## src/lfp_pkg.sv

```systemverilog
`timescale 1ns / 1ps

package lfp_pkg;

    // Driving modes
    localparam logic [1:0] MODE_AUTO     = 2'd0;
    localparam logic [1:0] MODE_MANUAL   = 2'd1;
    localparam logic [1:0] MODE_OBSTACLE = 2'd2;
    localparam logic [1:0] MODE_SHOCK    = 2'd3;

    // Remote commands
    localparam logic [1:0] CMD_NONE  = 2'd0;
    localparam logic [1:0] CMD_MODE  = 2'd1;
    localparam logic [1:0] CMD_ANGLE = 2'd2;
    localparam logic [1:0] CMD_SPEED = 2'd3;

    // Obstacle avoidance phases
    localparam logic [1:0] PH_ROTATE  = 2'd0;
    localparam logic [1:0] PH_FORWARD = 2'd1;
    localparam logic [1:0] PH_TURN    = 2'd2;
    localparam logic [1:0] PH_HOLD    = 2'd3;

    // Config register indexes
    localparam logic [1:0] CFG_GAIN   = 2'd0;
    localparam logic [1:0] CFG_RECIP  = 2'd1;
    localparam logic [1:0] CFG_REJOIN = 2'd2;

    localparam logic [15:0]        GAIN_RST   = 16'd9011;
    localparam logic [15:0]        RECIP_RST  = 16'd1862;
    localparam logic signed [15:0] REJOIN_RST = -16'sd3277;

    localparam logic signed [15:0] HALF_SPEED = 16'sd8192;
    localparam logic signed [15:0] ZERO_SPEED = 16'sd0;

    typedef struct packed {
        logic              front_obstacle;
        logic              left_obstacle;
        logic              shock_seen;
        logic              line_lost;
        logic signed [15:0] line_position;
        logic [1:0]        command;
        logic signed [15:0] command_arg;
    } t_req;

    typedef struct packed {
        logic signed [15:0] speed_left;
        logic signed [15:0] speed_right;
        logic [1:0]         mode_now;
    } t_rsp;

    typedef struct packed {
        logic [15:0]        curve_gain;
        logic [15:0]        curve_gain_recip;
        logic signed [15:0] rejoin_threshold;
    } t_cfg;

    // Sequencer commands to the datapath
    typedef struct packed {
        logic load_in;
        logic do_sq;
        logic do_mul_a;
        logic do_mul_b;
        logic do_fin;
    } t_dp_cmd;

    typedef struct packed {
        logic out_busy;
    } t_dp_sts;

    typedef enum logic [4:0] {
        ST_IDLE  = 5'b00001,
        ST_SQ    = 5'b00010,
        ST_MUL_A = 5'b00100,
        ST_MUL_B = 5'b01000,
        ST_FIN   = 5'b10000
    } t_state;

endpackage

```

## src/lfp_ctrl.sv

```systemverilog
`timescale 1ns / 1ps

module lfp_ctrl (
    input  logic              i_clk,
    input  logic              i_rst_n,
    input  logic              i_req_valid,
    output logic              o_req_ready,
    input  lfp_pkg::t_dp_sts  i_sts,
    output lfp_pkg::t_dp_cmd  o_cmd
);
    import lfp_pkg::*;

    t_state r_state, n_state;

    always_ff @(posedge i_clk) begin
        if (!i_rst_n) begin
            r_state <= ST_IDLE;
        end else begin
            r_state <= n_state;
        end
    end

    always_comb begin
        n_state = r_state;
        o_cmd   = '0;
        unique case (r_state)
            ST_IDLE: begin
                if (i_req_valid) begin
                    o_cmd.load_in = 1'b1;
                    n_state       = ST_SQ;
                end
            end
            ST_SQ: begin
                o_cmd.do_sq = 1'b1;
                n_state     = ST_MUL_A;
            end
            ST_MUL_A: begin
                o_cmd.do_mul_a = 1'b1;
                n_state        = ST_MUL_B;
            end
            ST_MUL_B: begin
                o_cmd.do_mul_b = 1'b1;
                n_state        = ST_FIN;
            end
            ST_FIN: begin
                // wait until the output register can take the result
                if (!i_sts.out_busy) begin
                    o_cmd.do_fin = 1'b1;
                    n_state      = ST_IDLE;
                end
            end
            default: n_state = ST_IDLE;
        endcase
    end

    assign o_req_ready = (r_state == ST_IDLE);

endmodule

```

## src/lfp_dp.sv

```systemverilog
`timescale 1ns / 1ps

module lfp_dp (
    input  logic              i_clk,
    input  logic              i_rst_n,
    input  lfp_pkg::t_dp_cmd  i_cmd,
    output lfp_pkg::t_dp_sts  o_sts,
    input  lfp_pkg::t_cfg     i_cfg,
    input  lfp_pkg::t_req     i_req,
    input  logic              i_rsp_ready,
    output logic              o_rsp_valid,
    output lfp_pkg::t_rsp     o_rsp
);
    import lfp_pkg::*;

    localparam logic [46:0] ROUND_HALF = 47'd1 << 25;
    localparam logic [20:0] SAT_LIMIT  = 21'd49152;
    localparam logic [16:0] ONE_Q14    = 17'd16384;

    // 1 - round(p / 2^26), saturated to 16 bits
    function automatic logic signed [15:0] curve_sat(input logic [46:0] p);
        logic [46:0] s;
        logic [20:0] t;
        logic [16:0] v;
        s = p + ROUND_HALF;
        t = s[46:26];
        v = ONE_Q14 - t[16:0];
        if (t > SAT_LIMIT) begin
            return 16'sh8000;
        end
        return $signed(v[15:0]);
    endfunction

    t_req               r_in;
    logic signed [15:0] r_x;
    logic [30:0]        r_sq;
    logic [46:0]        r_prod;
    logic signed [15:0] r_curve_a;
    logic [1:0]         r_mode;
    logic [1:0]         r_phase;
    logic               r_left;
    logic               r_rsp_valid;
    t_rsp               r_rsp;

    logic [1:0]         mode_pre;
    logic signed [15:0] x_sel;
    logic [15:0]        mag;
    logic [30:0]        mul_a;
    logic [15:0]        mul_b;
    logic [46:0]        prod;
    logic signed [15:0] curve_b;
    logic signed [15:0] steer_l, steer_r;
    logic [1:0]         n_mode, n_phase;
    logic signed [15:0] sl, sr;

    // mode after the command and shock tests; picks the steering source
    always_comb begin
        mode_pre = r_mode;
        if (r_in.command == CMD_MODE) begin
            if (r_in.command_arg == 16'sd0) begin
                mode_pre = MODE_AUTO;
            end else if (r_in.command_arg == 16'sd1) begin
                mode_pre = MODE_MANUAL;
            end
        end
        if (r_in.shock_seen) begin
            mode_pre = MODE_SHOCK;
        end
    end

    assign x_sel = (mode_pre == MODE_MANUAL) ? r_in.command_arg : r_in.line_position;
    assign mag   = x_sel[15] ? 16'(~x_sel + 16'sd1) : 16'(x_sel);

    // one shared multiplier: x*x, then x*x*recip, then x*x*gain
    always_comb begin
        mul_a = r_sq;
        mul_b = i_cfg.curve_gain;
        if (i_cmd.do_sq) begin
            mul_a = {15'd0, mag};
            mul_b = mag;
        end else if (i_cmd.do_mul_a) begin
            mul_b = i_cfg.curve_gain_recip;
        end
    end
    assign prod = {16'd0, mul_a} * {31'd0, mul_b};

    always_ff @(posedge i_clk) begin
        if (i_cmd.load_in) begin
            r_in <= i_req;
        end
        if (i_cmd.do_sq) begin
            r_x  <= x_sel;
            r_sq <= prod[30:0];
        end
        if (i_cmd.do_mul_a || i_cmd.do_mul_b) begin
            r_prod <= prod;
        end
        if (i_cmd.do_mul_b) begin
            r_curve_a <= curve_sat(r_prod);
        end
    end

    assign curve_b = curve_sat(r_prod);
    assign steer_l = (r_x > 16'sd0) ? curve_b : r_curve_a;
    assign steer_r = (r_x > 16'sd0) ? r_curve_a : curve_b;

    // per-tick mode decision, in order: autonomous, manual, obstacle
    always_comb begin
        n_mode  = mode_pre;
        n_phase = r_phase;
        sl      = ZERO_SPEED;
        sr      = ZERO_SPEED;
        if (n_mode == MODE_AUTO) begin
            if (r_in.front_obstacle) begin
                n_mode = MODE_OBSTACLE;
            end else if (!r_in.line_lost) begin
                sl = steer_l;
                sr = steer_r;
            end
        end
        if (n_mode == MODE_MANUAL && r_in.command == CMD_ANGLE) begin
            sl = steer_l;
            sr = steer_r;
        end
        if (n_mode == MODE_OBSTACLE) begin
            case (r_phase)
                PH_ROTATE: begin
                    sl = HALF_SPEED;
                    sr = -HALF_SPEED;
                    if (r_in.left_obstacle) begin
                        n_phase = PH_FORWARD;
                    end
                end
                PH_FORWARD, PH_TURN: begin
                    sl = (r_phase == PH_FORWARD) ? HALF_SPEED : ZERO_SPEED;
                    sr = HALF_SPEED;
                    if (!r_in.line_lost &&
                        (r_in.line_position < i_cfg.rejoin_threshold)) begin
                        n_phase = PH_ROTATE;
                        n_mode  = MODE_AUTO;
                    end else if (r_left && !r_in.left_obstacle) begin
                        n_phase = (r_phase == PH_FORWARD) ? PH_TURN : PH_FORWARD;
                    end
                end
                default: begin
                    n_phase = r_phase;
                end
            endcase
        end
    end

    always_ff @(posedge i_clk) begin
        if (!i_rst_n) begin
            r_mode      <= MODE_AUTO;
            r_phase     <= PH_ROTATE;
            r_left      <= 1'b0;
            r_rsp_valid <= 1'b0;
        end else begin
            if (i_cmd.do_fin) begin
                r_mode      <= n_mode;
                r_phase     <= n_phase;
                r_rsp_valid <= 1'b1;
                // obstacle logic ran this tick, even if it rejoined the line
                if ((mode_pre == MODE_OBSTACLE) ||
                    (mode_pre == MODE_AUTO && r_in.front_obstacle)) begin
                    r_left <= r_in.left_obstacle;
                end
            end else if (i_rsp_ready) begin
                r_rsp_valid <= 1'b0;
            end
        end
    end

    always_ff @(posedge i_clk) begin
        if (i_cmd.do_fin) begin
            r_rsp.speed_left  <= sl;
            r_rsp.speed_right <= sr;
            r_rsp.mode_now    <= n_mode;
        end
    end

    assign o_sts.out_busy = r_rsp_valid && !i_rsp_ready;
    assign o_rsp_valid    = r_rsp_valid;
    assign o_rsp          = r_rsp;

endmodule

```

## src/line_follow_pilot_fsm.sv

```systemverilog
`timescale 1ns / 1ps
// Channel    | Direction | Handshake                   | Payload
// request    | in        | i_req_valid / o_req_ready   | i_req  (lfp_pkg::t_req)
// response   | out       | o_rsp_valid / i_rsp_ready   | o_rsp  (lfp_pkg::t_rsp)
// config     | in        | i_cfg_valid / o_cfg_ready   | i_cfg_index, i_cfg_data
//
// One request runs through the steps accept, square, two passes of the shared
// 31x16 multiplier for the two curves, then decide. The result is registered
// in the decide step; the next request is taken only once the previous one
// has left the decide step. One request is in work at a time.
// Reset (i_rst_n low, synchronous) puts the pilot in autonomous mode,
// phase 0, and loads the default curve gains and rejoin threshold.
// The output register frees the core: a new request is taken while a
// result waits; the decide step stalls only if that register is still full.
// Config writes are always ready; indexes past the last register are dropped.

module line_follow_pilot_fsm (
    input  logic           i_clk,
    input  logic           i_rst_n,
    input  logic           i_req_valid,
    output logic           o_req_ready,
    input  lfp_pkg::t_req  i_req,
    output logic           o_rsp_valid,
    input  logic           i_rsp_ready,
    output lfp_pkg::t_rsp  o_rsp,
    input  logic           i_cfg_valid,
    output logic           o_cfg_ready,
    input  logic [1:0]     i_cfg_index,
    input  logic [15:0]    i_cfg_data
);
    import lfp_pkg::*;

    t_cfg    r_cfg;
    t_dp_cmd dp_cmd;
    t_dp_sts dp_sts;

    // config register file
    always_ff @(posedge i_clk) begin
        if (!i_rst_n) begin
            r_cfg.curve_gain       <= GAIN_RST;
            r_cfg.curve_gain_recip <= RECIP_RST;
            r_cfg.rejoin_threshold <= REJOIN_RST;
        end else if (i_cfg_valid) begin
            unique case (i_cfg_index)
                CFG_GAIN:   r_cfg.curve_gain       <= i_cfg_data;
                CFG_RECIP:  r_cfg.curve_gain_recip <= i_cfg_data;
                CFG_REJOIN: r_cfg.rejoin_threshold <= $signed(i_cfg_data);
                default:    r_cfg <= r_cfg;
            endcase
        end
    end

    assign o_cfg_ready = 1'b1;

    lfp_ctrl u_ctrl (
        .i_clk       (i_clk),
        .i_rst_n     (i_rst_n),
        .i_req_valid (i_req_valid),
        .o_req_ready (o_req_ready),
        .i_sts       (dp_sts),
        .o_cmd       (dp_cmd)
    );

    lfp_dp u_dp (
        .i_clk       (i_clk),
        .i_rst_n     (i_rst_n),
        .i_cmd       (dp_cmd),
        .o_sts       (dp_sts),
        .i_cfg       (r_cfg),
        .i_req       (i_req),
        .i_rsp_ready (i_rsp_ready),
        .o_rsp_valid (o_rsp_valid),
        .o_rsp       (o_rsp)
    );

endmodule

```

## config.mk

```make
export PLATFORM = sky130hd
export DESIGN_NAME = line_follow_pilot_fsm
export DESIGN_NICKNAME = d
export VERILOG_FILES = /design/src/lfp_pkg.sv /design/src/lfp_ctrl.sv /design/src/lfp_dp.sv /design/src/line_follow_pilot_fsm.sv
export SDC_FILE = /design/constraint.sdc
export NUM_CORES = 2
export LEC_CHECK = 0
export BUFFER_PORTS_ARGS = -buffer_cell sky130_fd_sc_hd__buf_2
export CORE_ASPECT_RATIO = 0.8
export CORE_MARGIN = 10
export CORE_UTILIZATION = 50
export DETAILED_ROUTE_END_ITERATION = 6
export HOLD_SLACK_MARGIN = 0.08
export PLACE_DENSITY_LB_ADDON = 0.05
export SLEW_MARGIN = 10
export SYNTH_ARGS = -nofsm -noshare
export SYNTH_HDL_FRONTEND = slang
export SYNTH_HIERARCHICAL = 1
export SYNTH_SLANG_ARGS = --single-unit
```

## constraint.sdc

```tcl
create_clock -name i_clk -period 13.7 [get_ports i_clk]
set_clock_uncertainty 0.2 [all_clocks]
set_input_delay 2.055 -clock i_clk [delete_from_list [all_inputs] [get_ports i_clk]]
set_output_delay 2.055 -clock i_clk [all_outputs]
set_load 0.02 [all_outputs]
```

; Word level (Yosys, flattened, before mapping)
; Cells that the tools add are included.
[word_totals]
regBits = 241
inputBits = 61
elab_cells = 124
[classes]
n_addsub = 3
n_mul = 1
magnitude_cmp = 3
eq_ne = 20
n_mux = 51
n_bitwise = 1
reduce_logical = 23
[ops]
columns = cell, n
row1 = $mux W16, 19
row2 = $pmux W16 S2, 2
row3 = $add A47 B26 Y47 const B, 1
row4 = $mul A31 B16 Y47, 1
row5 = $mux W31, 1
row6 = $mux W2, 13
row7 = $pmux W5 S5, 1
row8 = $gt A21 B16 Y1 const B, 1
row9 = $add A16 B2 Y16 const B, 1
row10 = $eq A16 B2 Y1 const B, 1
row11 = $gt A16 B1 Y1 const B, 1
row12 = $logic_not A16 Y1, 1
row13 = $lt A16 B16 Y1, 1
row14 = $not A16 Y16, 1
row15 = $sub A15 B16 Y16 const A, 1
row16 = $mux W14, 1
row17 = $mux W1, 11
row18 = $eq A2 B1 Y1 const B, 5
row19 = $eq A2 B2 Y1 const B, 5
row20 = $mux W5, 2
row21 = $reduce_and A2 Y1, 5
row22 = $logic_not A2 Y1, 3
row23 = $eq A5 B1 Y1 const B, 1
row24 = $eq A5 B2 Y1 const B, 1
row25 = other kinds (13), 22

; Logic depth before layout (Yosys ltp)
[logic_depth]
depth_word = 12
ltp_mapped = 37
depth_no_buf = 34

; By module
; The synthesis kept the hierarchy.
[modules_own_cells]
columns = mod, instances, cells_per_inst, area_per_inst_um2
row1 = lfp_dp, 1, 2659, 24513.5
row2 = line_follow_pilot_fsm, 1, 193, 1961.9
row3 = lfp_ctrl, 1, 28, 286.5

; Worst setup path after synthesis
; No wires, ideal clock.
[synth_path]
path_type = register -> register
from = register u_ctrl.r_state[4]
to = register u_dp.r_prod[45] (data pin)
setup_time_ns = 0.264
arrival_time_ns = 9.679
slack_ns = 3.558
path_stages_with_launch = 29
path_buffers = 4
path_cell_list = dfxtp_1 > or3_4 > nor3b_2 > clkbuf_1 > buf_1 > buf_1 > a21o_1 > clkbuf_1 > nand2_1 > fa_1 > inv_1 > fa_1 > inv_1 > fa_1 > inv_1 > fa_1 > fa_1 > inv_1 > fa_1 > inv_1 > ha_1 > a21oi_1 > o211ai_1 > a221oi_1 > a311oi_1 > a211o_1 > a22o_1 > a221oi_1 > xnor2_1
[synth_rtl]
columns = item, line_no
row1 = from (decl), lfp_ctrl.sv:13  ; t_state r_state, n_state;
row2 = from (signal assigned), lfp_ctrl.sv:19  ; r_state <= n_state;
row3 = to (signal assigned), lfp_dp.sv:96  ; r_prod <= prod;
row4 = to (decl), lfp_dp.sv:37  ; logic [46:0] r_prod;

; Final worst setup path
[layout_path]
from = register u_dp/r_in[3] in the netlist's numbering
to = register u_dp.r_prod[44] (data pin)
[layout_via]
elab_chain_len = 12
elab_cells_between_ends = 14
classes_between = add/sub: 1 / mul: 1 / eq/ne: 2 / mux: 8 / bitwise: 1 / reduce/logical: 1
[layout_lines]
columns = item, line_no
row1 = from (decl), lfp_dp.sv:34  ; t_req r_in;
row2 = from (signal assigned), lfp_dp.sv:89  ; r_in <= i_req;
row3 = $eq A16 B2 Y1, lfp_dp.sv:62  ; end else if (r_in.command_arg == 16'sd1) begin
row4 = $mux W2, lfp_dp.sv:62
row5 = $mux W2, lfp_dp.sv:60  ; if (r_in.command_arg == 16'sd0) begin
row6 = $mux W2, lfp_dp.sv:59  ; if (r_in.command == CMD_MODE) begin
row7 = $mux W2, lfp_dp.sv:66  ; if (r_in.shock_seen) begin
row8 = $eq A2 B1 Y1, lfp_dp.sv:71  ; assign x_sel = (mode_pre == MODE_MANUAL) ? r_in.command_arg : r_in.line_position;
row9 = $mux W16 *, lfp_dp.sv:71
row10 = $not A16 Y16, lfp_dp.sv:72  ; assign mag = x_sel[15] ? 16'(~x_sel + 16'sd1) : 16'(x_sel);
row11 = $add A16 B2 Y16, lfp_dp.sv:72
row12 = $mux W16 *, lfp_dp.sv:72
row13 = $mux W31 / $mux W16 (equally long branches), lfp_dp.sv:78  ; if (i_cmd.do_sq) begin
row14 = $mul A31 B16 Y47 *, lfp_dp.sv:85  ; assign prod = {16'd0, mul_a} * {31'd0, mul_b};
row15 = net u_dp.prod[44], lfp_dp.sv:50  ; logic [46:0] prod;
; The timed path passes the listed nets; every way through them passes the cells marked *.
; A chain may end at the register's enable or synchronous reset.

==> impl_metrics.tcl <==
set metrics [dict create \
    reg2reg_depth 33 \
    route.met3.wl_mm 6.075 \
    clock_latency_ns 0.56 \
    synth-warning-count 6 \
    numCtsBuffers 28 \
    ys_types 94 \
    antenna_found_initial 1 \
    wl_met2_mm 34.87 \
    antennaDiodeCount 0 \
    max-cap-violations 0 \
    yosys.area.top_type_share 0.3022 \
    yosysMostFrequentCell "inv_1" \
    hpwl_mm 62.68 \
    seq_area_frac_synth 0.2203 \
    core_um2 52740 \
    numClockSinks 216 \
    nets 3524 \
    dieArea_um2 63230 \
    ys_top_cells_by_count "504 x inv_1, 421 x nand2_1, 404 x fa_1" \
    drt_iter0_drc 1669 \
    wirelength_mm 80.45 \
    status "finished clean" \
    vias_per_cell 5.735 \
    reg2reg_slack_ns 1.18 \
    cts-root-buf "clkbuf_16" \
    dieHeight_um 226.9 \
    die_w_um 278.7 \
    top_layer "met4" \
    synthArstFlopShare 0 \
    syn_avg_cell_area_um2 9.292 \
    cts_hold_buffers 0 \
    htreeDepth 1 \
    grt.total_usage 0.2589 \
    rsz0062_at_grt "false" \
    post-cts-setup-buffer-count 0 \
    cts.repair.resized 0 \
    gp_congestion 0.9097 \
    syn_nets 3486 \
    tightest_slew_ns 1.283 \
    wl_met1_mm 37.41 \
    synth_top_area_cell "fa_1" \
    cp.depth 33 \
    path_class "flip-flop to flip-flop" \
    io_pins 98 \
    grt_max_degree 132 \
    path_clk_slew_ns 0.06 \
    portBuffers 96 \
    postSynthCellCount 2880 \
    worstPathMaxFanout 21 \
    cp_common_cell "fa_1" \
    fmax_mhz 79.85 \
    dr.pass1.iters 7 \
    crit_buf_inv 6 \
    area_delta_synth_final_pct 7.920 \
    hold_path.class "flip-flop to flip-flop" \
    finalCritPeriodShare 0.9141 \
    slowest_stage "a21o_1" \
    max-slew-margin-rel 0.1204 \
    maxSlewViolCount 0 \
    fin_util 0.5476 \
    synth_flop_cell "edfxtp_1" \
    synth_edf_count 157 \
    drcViolationCount 0 \
    end_kind "flip-flop" \
    initial_core_util 0.5074 \
    worstPathArrival_ns 12.62 \
    crit_family "simple AND/OR/NAND/NOR gates" \
    hold_viol 0 \
    grt_pass1_wl_mm 127.7 \
    cts.path.max_buffers 3 \
    synth.area.top_cells "fa_1 30%, edfxtp_1 18%, inv_1 7.1%" \
    ys_ff_latch 216 \
    fin_crit_ns 12.52 \
    critPathLaunchType "flip-flop" \
    cp_slowest_stage_delay_ns 0.90 \
    setup_viol 0 \
    grt_pass1_vias 21740 \
    setup_tns_ns 0 \
    routedWlPerCell_um 22.15 \
    hold-worst-slack_ns 0.2574 \
    via_count 20840 \
    worstPathRequired_ns 13.80 \
    cts_tree "yes" \
    row_count 75 \
    drive_gt1_frac 0.08605 \
    netlist_area_um2 26760 \
    min_path_cells 2 \
    antenna_left 0 \
    grt_overflow_total 0 \
]
## metal layers
metal,track usage,vias up
met5,0,-
met4,0.06880,0
met3,0.03493,134
met2,0.4019,804
met1,0.3765,10570
li1,-,9328
## layout by cell type, fill, tap and decap left out, types with 57 or more instances in the layout
master,count
a21oi_1,85
dfxtp_1,59
nor2_1,192
mux2i_1,73
inv_1,503
fa_1,404
buf_2,96
nand3_1,57
nor2b_1,66
nand2_1,421
ha_1,141
and2_1,59
edfxtp_1,157
## worst register-to-register path: cells and delay by family (launching register included)
family,cells,cell delay [ns]
AOI/OAI and AO/OA,4,2.12
DFF,1,0.44
and+or+nand+nor,12,4.26
muxes,1,0.47
adders and majority gates,8,3.65
buffers and inverters,6,0.56
xor gates and xnor gates,2,0.56
## kinds of logic after synthesis
| logic type | count (synthesis) | synth area share |
|---|---|---|
| simple gates | 1001 | 0.1791 |
| fa+ha+maj | 545 | 0.3681 |
| xor+xnor | 67 | 0.02193 |
| other cells | 1 | 0.0001401 |
| mux | 92 | 0.03530 |
| compound gates | 316 | 0.07990 |
| buf+inv | 642 | 0.09524 |
| flops | 216 | 0.2203 |
## stage by stage
step | cells | worst slack [ns] | cell area, um2
floorplan | 2880 | 3.558 | 26760
global placement | 3581 | 1.254 | 27920
detailed placement | 3581 | 1.367 | 27920
global route | 3633 | 0.7717 | 28880
CTS | 3633 | 1.353 | 28880
finish | 3633 | 1.177 | 28880
## path summary, 6_finish.rpt
| path | startpoint | end |
|---|---|---|
| hold reg to reg | r_cfg[47] | r_cfg[47] |
| setup reg to reg | u_dp/r_in[3] | u_dp/r_prod[44] |
| hold / removal | r_cfg[47] | r_cfg[47] |
| setup / recovery | u_dp/r_in[3] | u_dp/r_prod[44] |
## sequential cells by signal, summed over array words and instances, names as in the netlist
signal            cells
r_cfg                48
u_ctrl/r_state        5
u_dp/o_rsp           34
u_dp/o_rsp_valid      1
u_dp/r_curve_a       16
u_dp/r_in            38
u_dp/r_left           1
u_dp/r_mode           2
u_dp/r_phase          2
u_dp/r_prod          22
u_dp/r_sq            31
u_dp/r_x             16
## final cells by class
cell class	instances	area (um2)
clock buffers	33	760.7
fillers	4815	23860
well taps	693	867.1
inverters	505	1896
repair buffers	145	860.8
flip-flops and latches	216	5896
multi-input cells	2022	18400
clock inverters	19	202.7
Power is left out: the tool's default activity adds up to more than one toggle a clock period on the data nets, which glitch-free logic cannot reach.
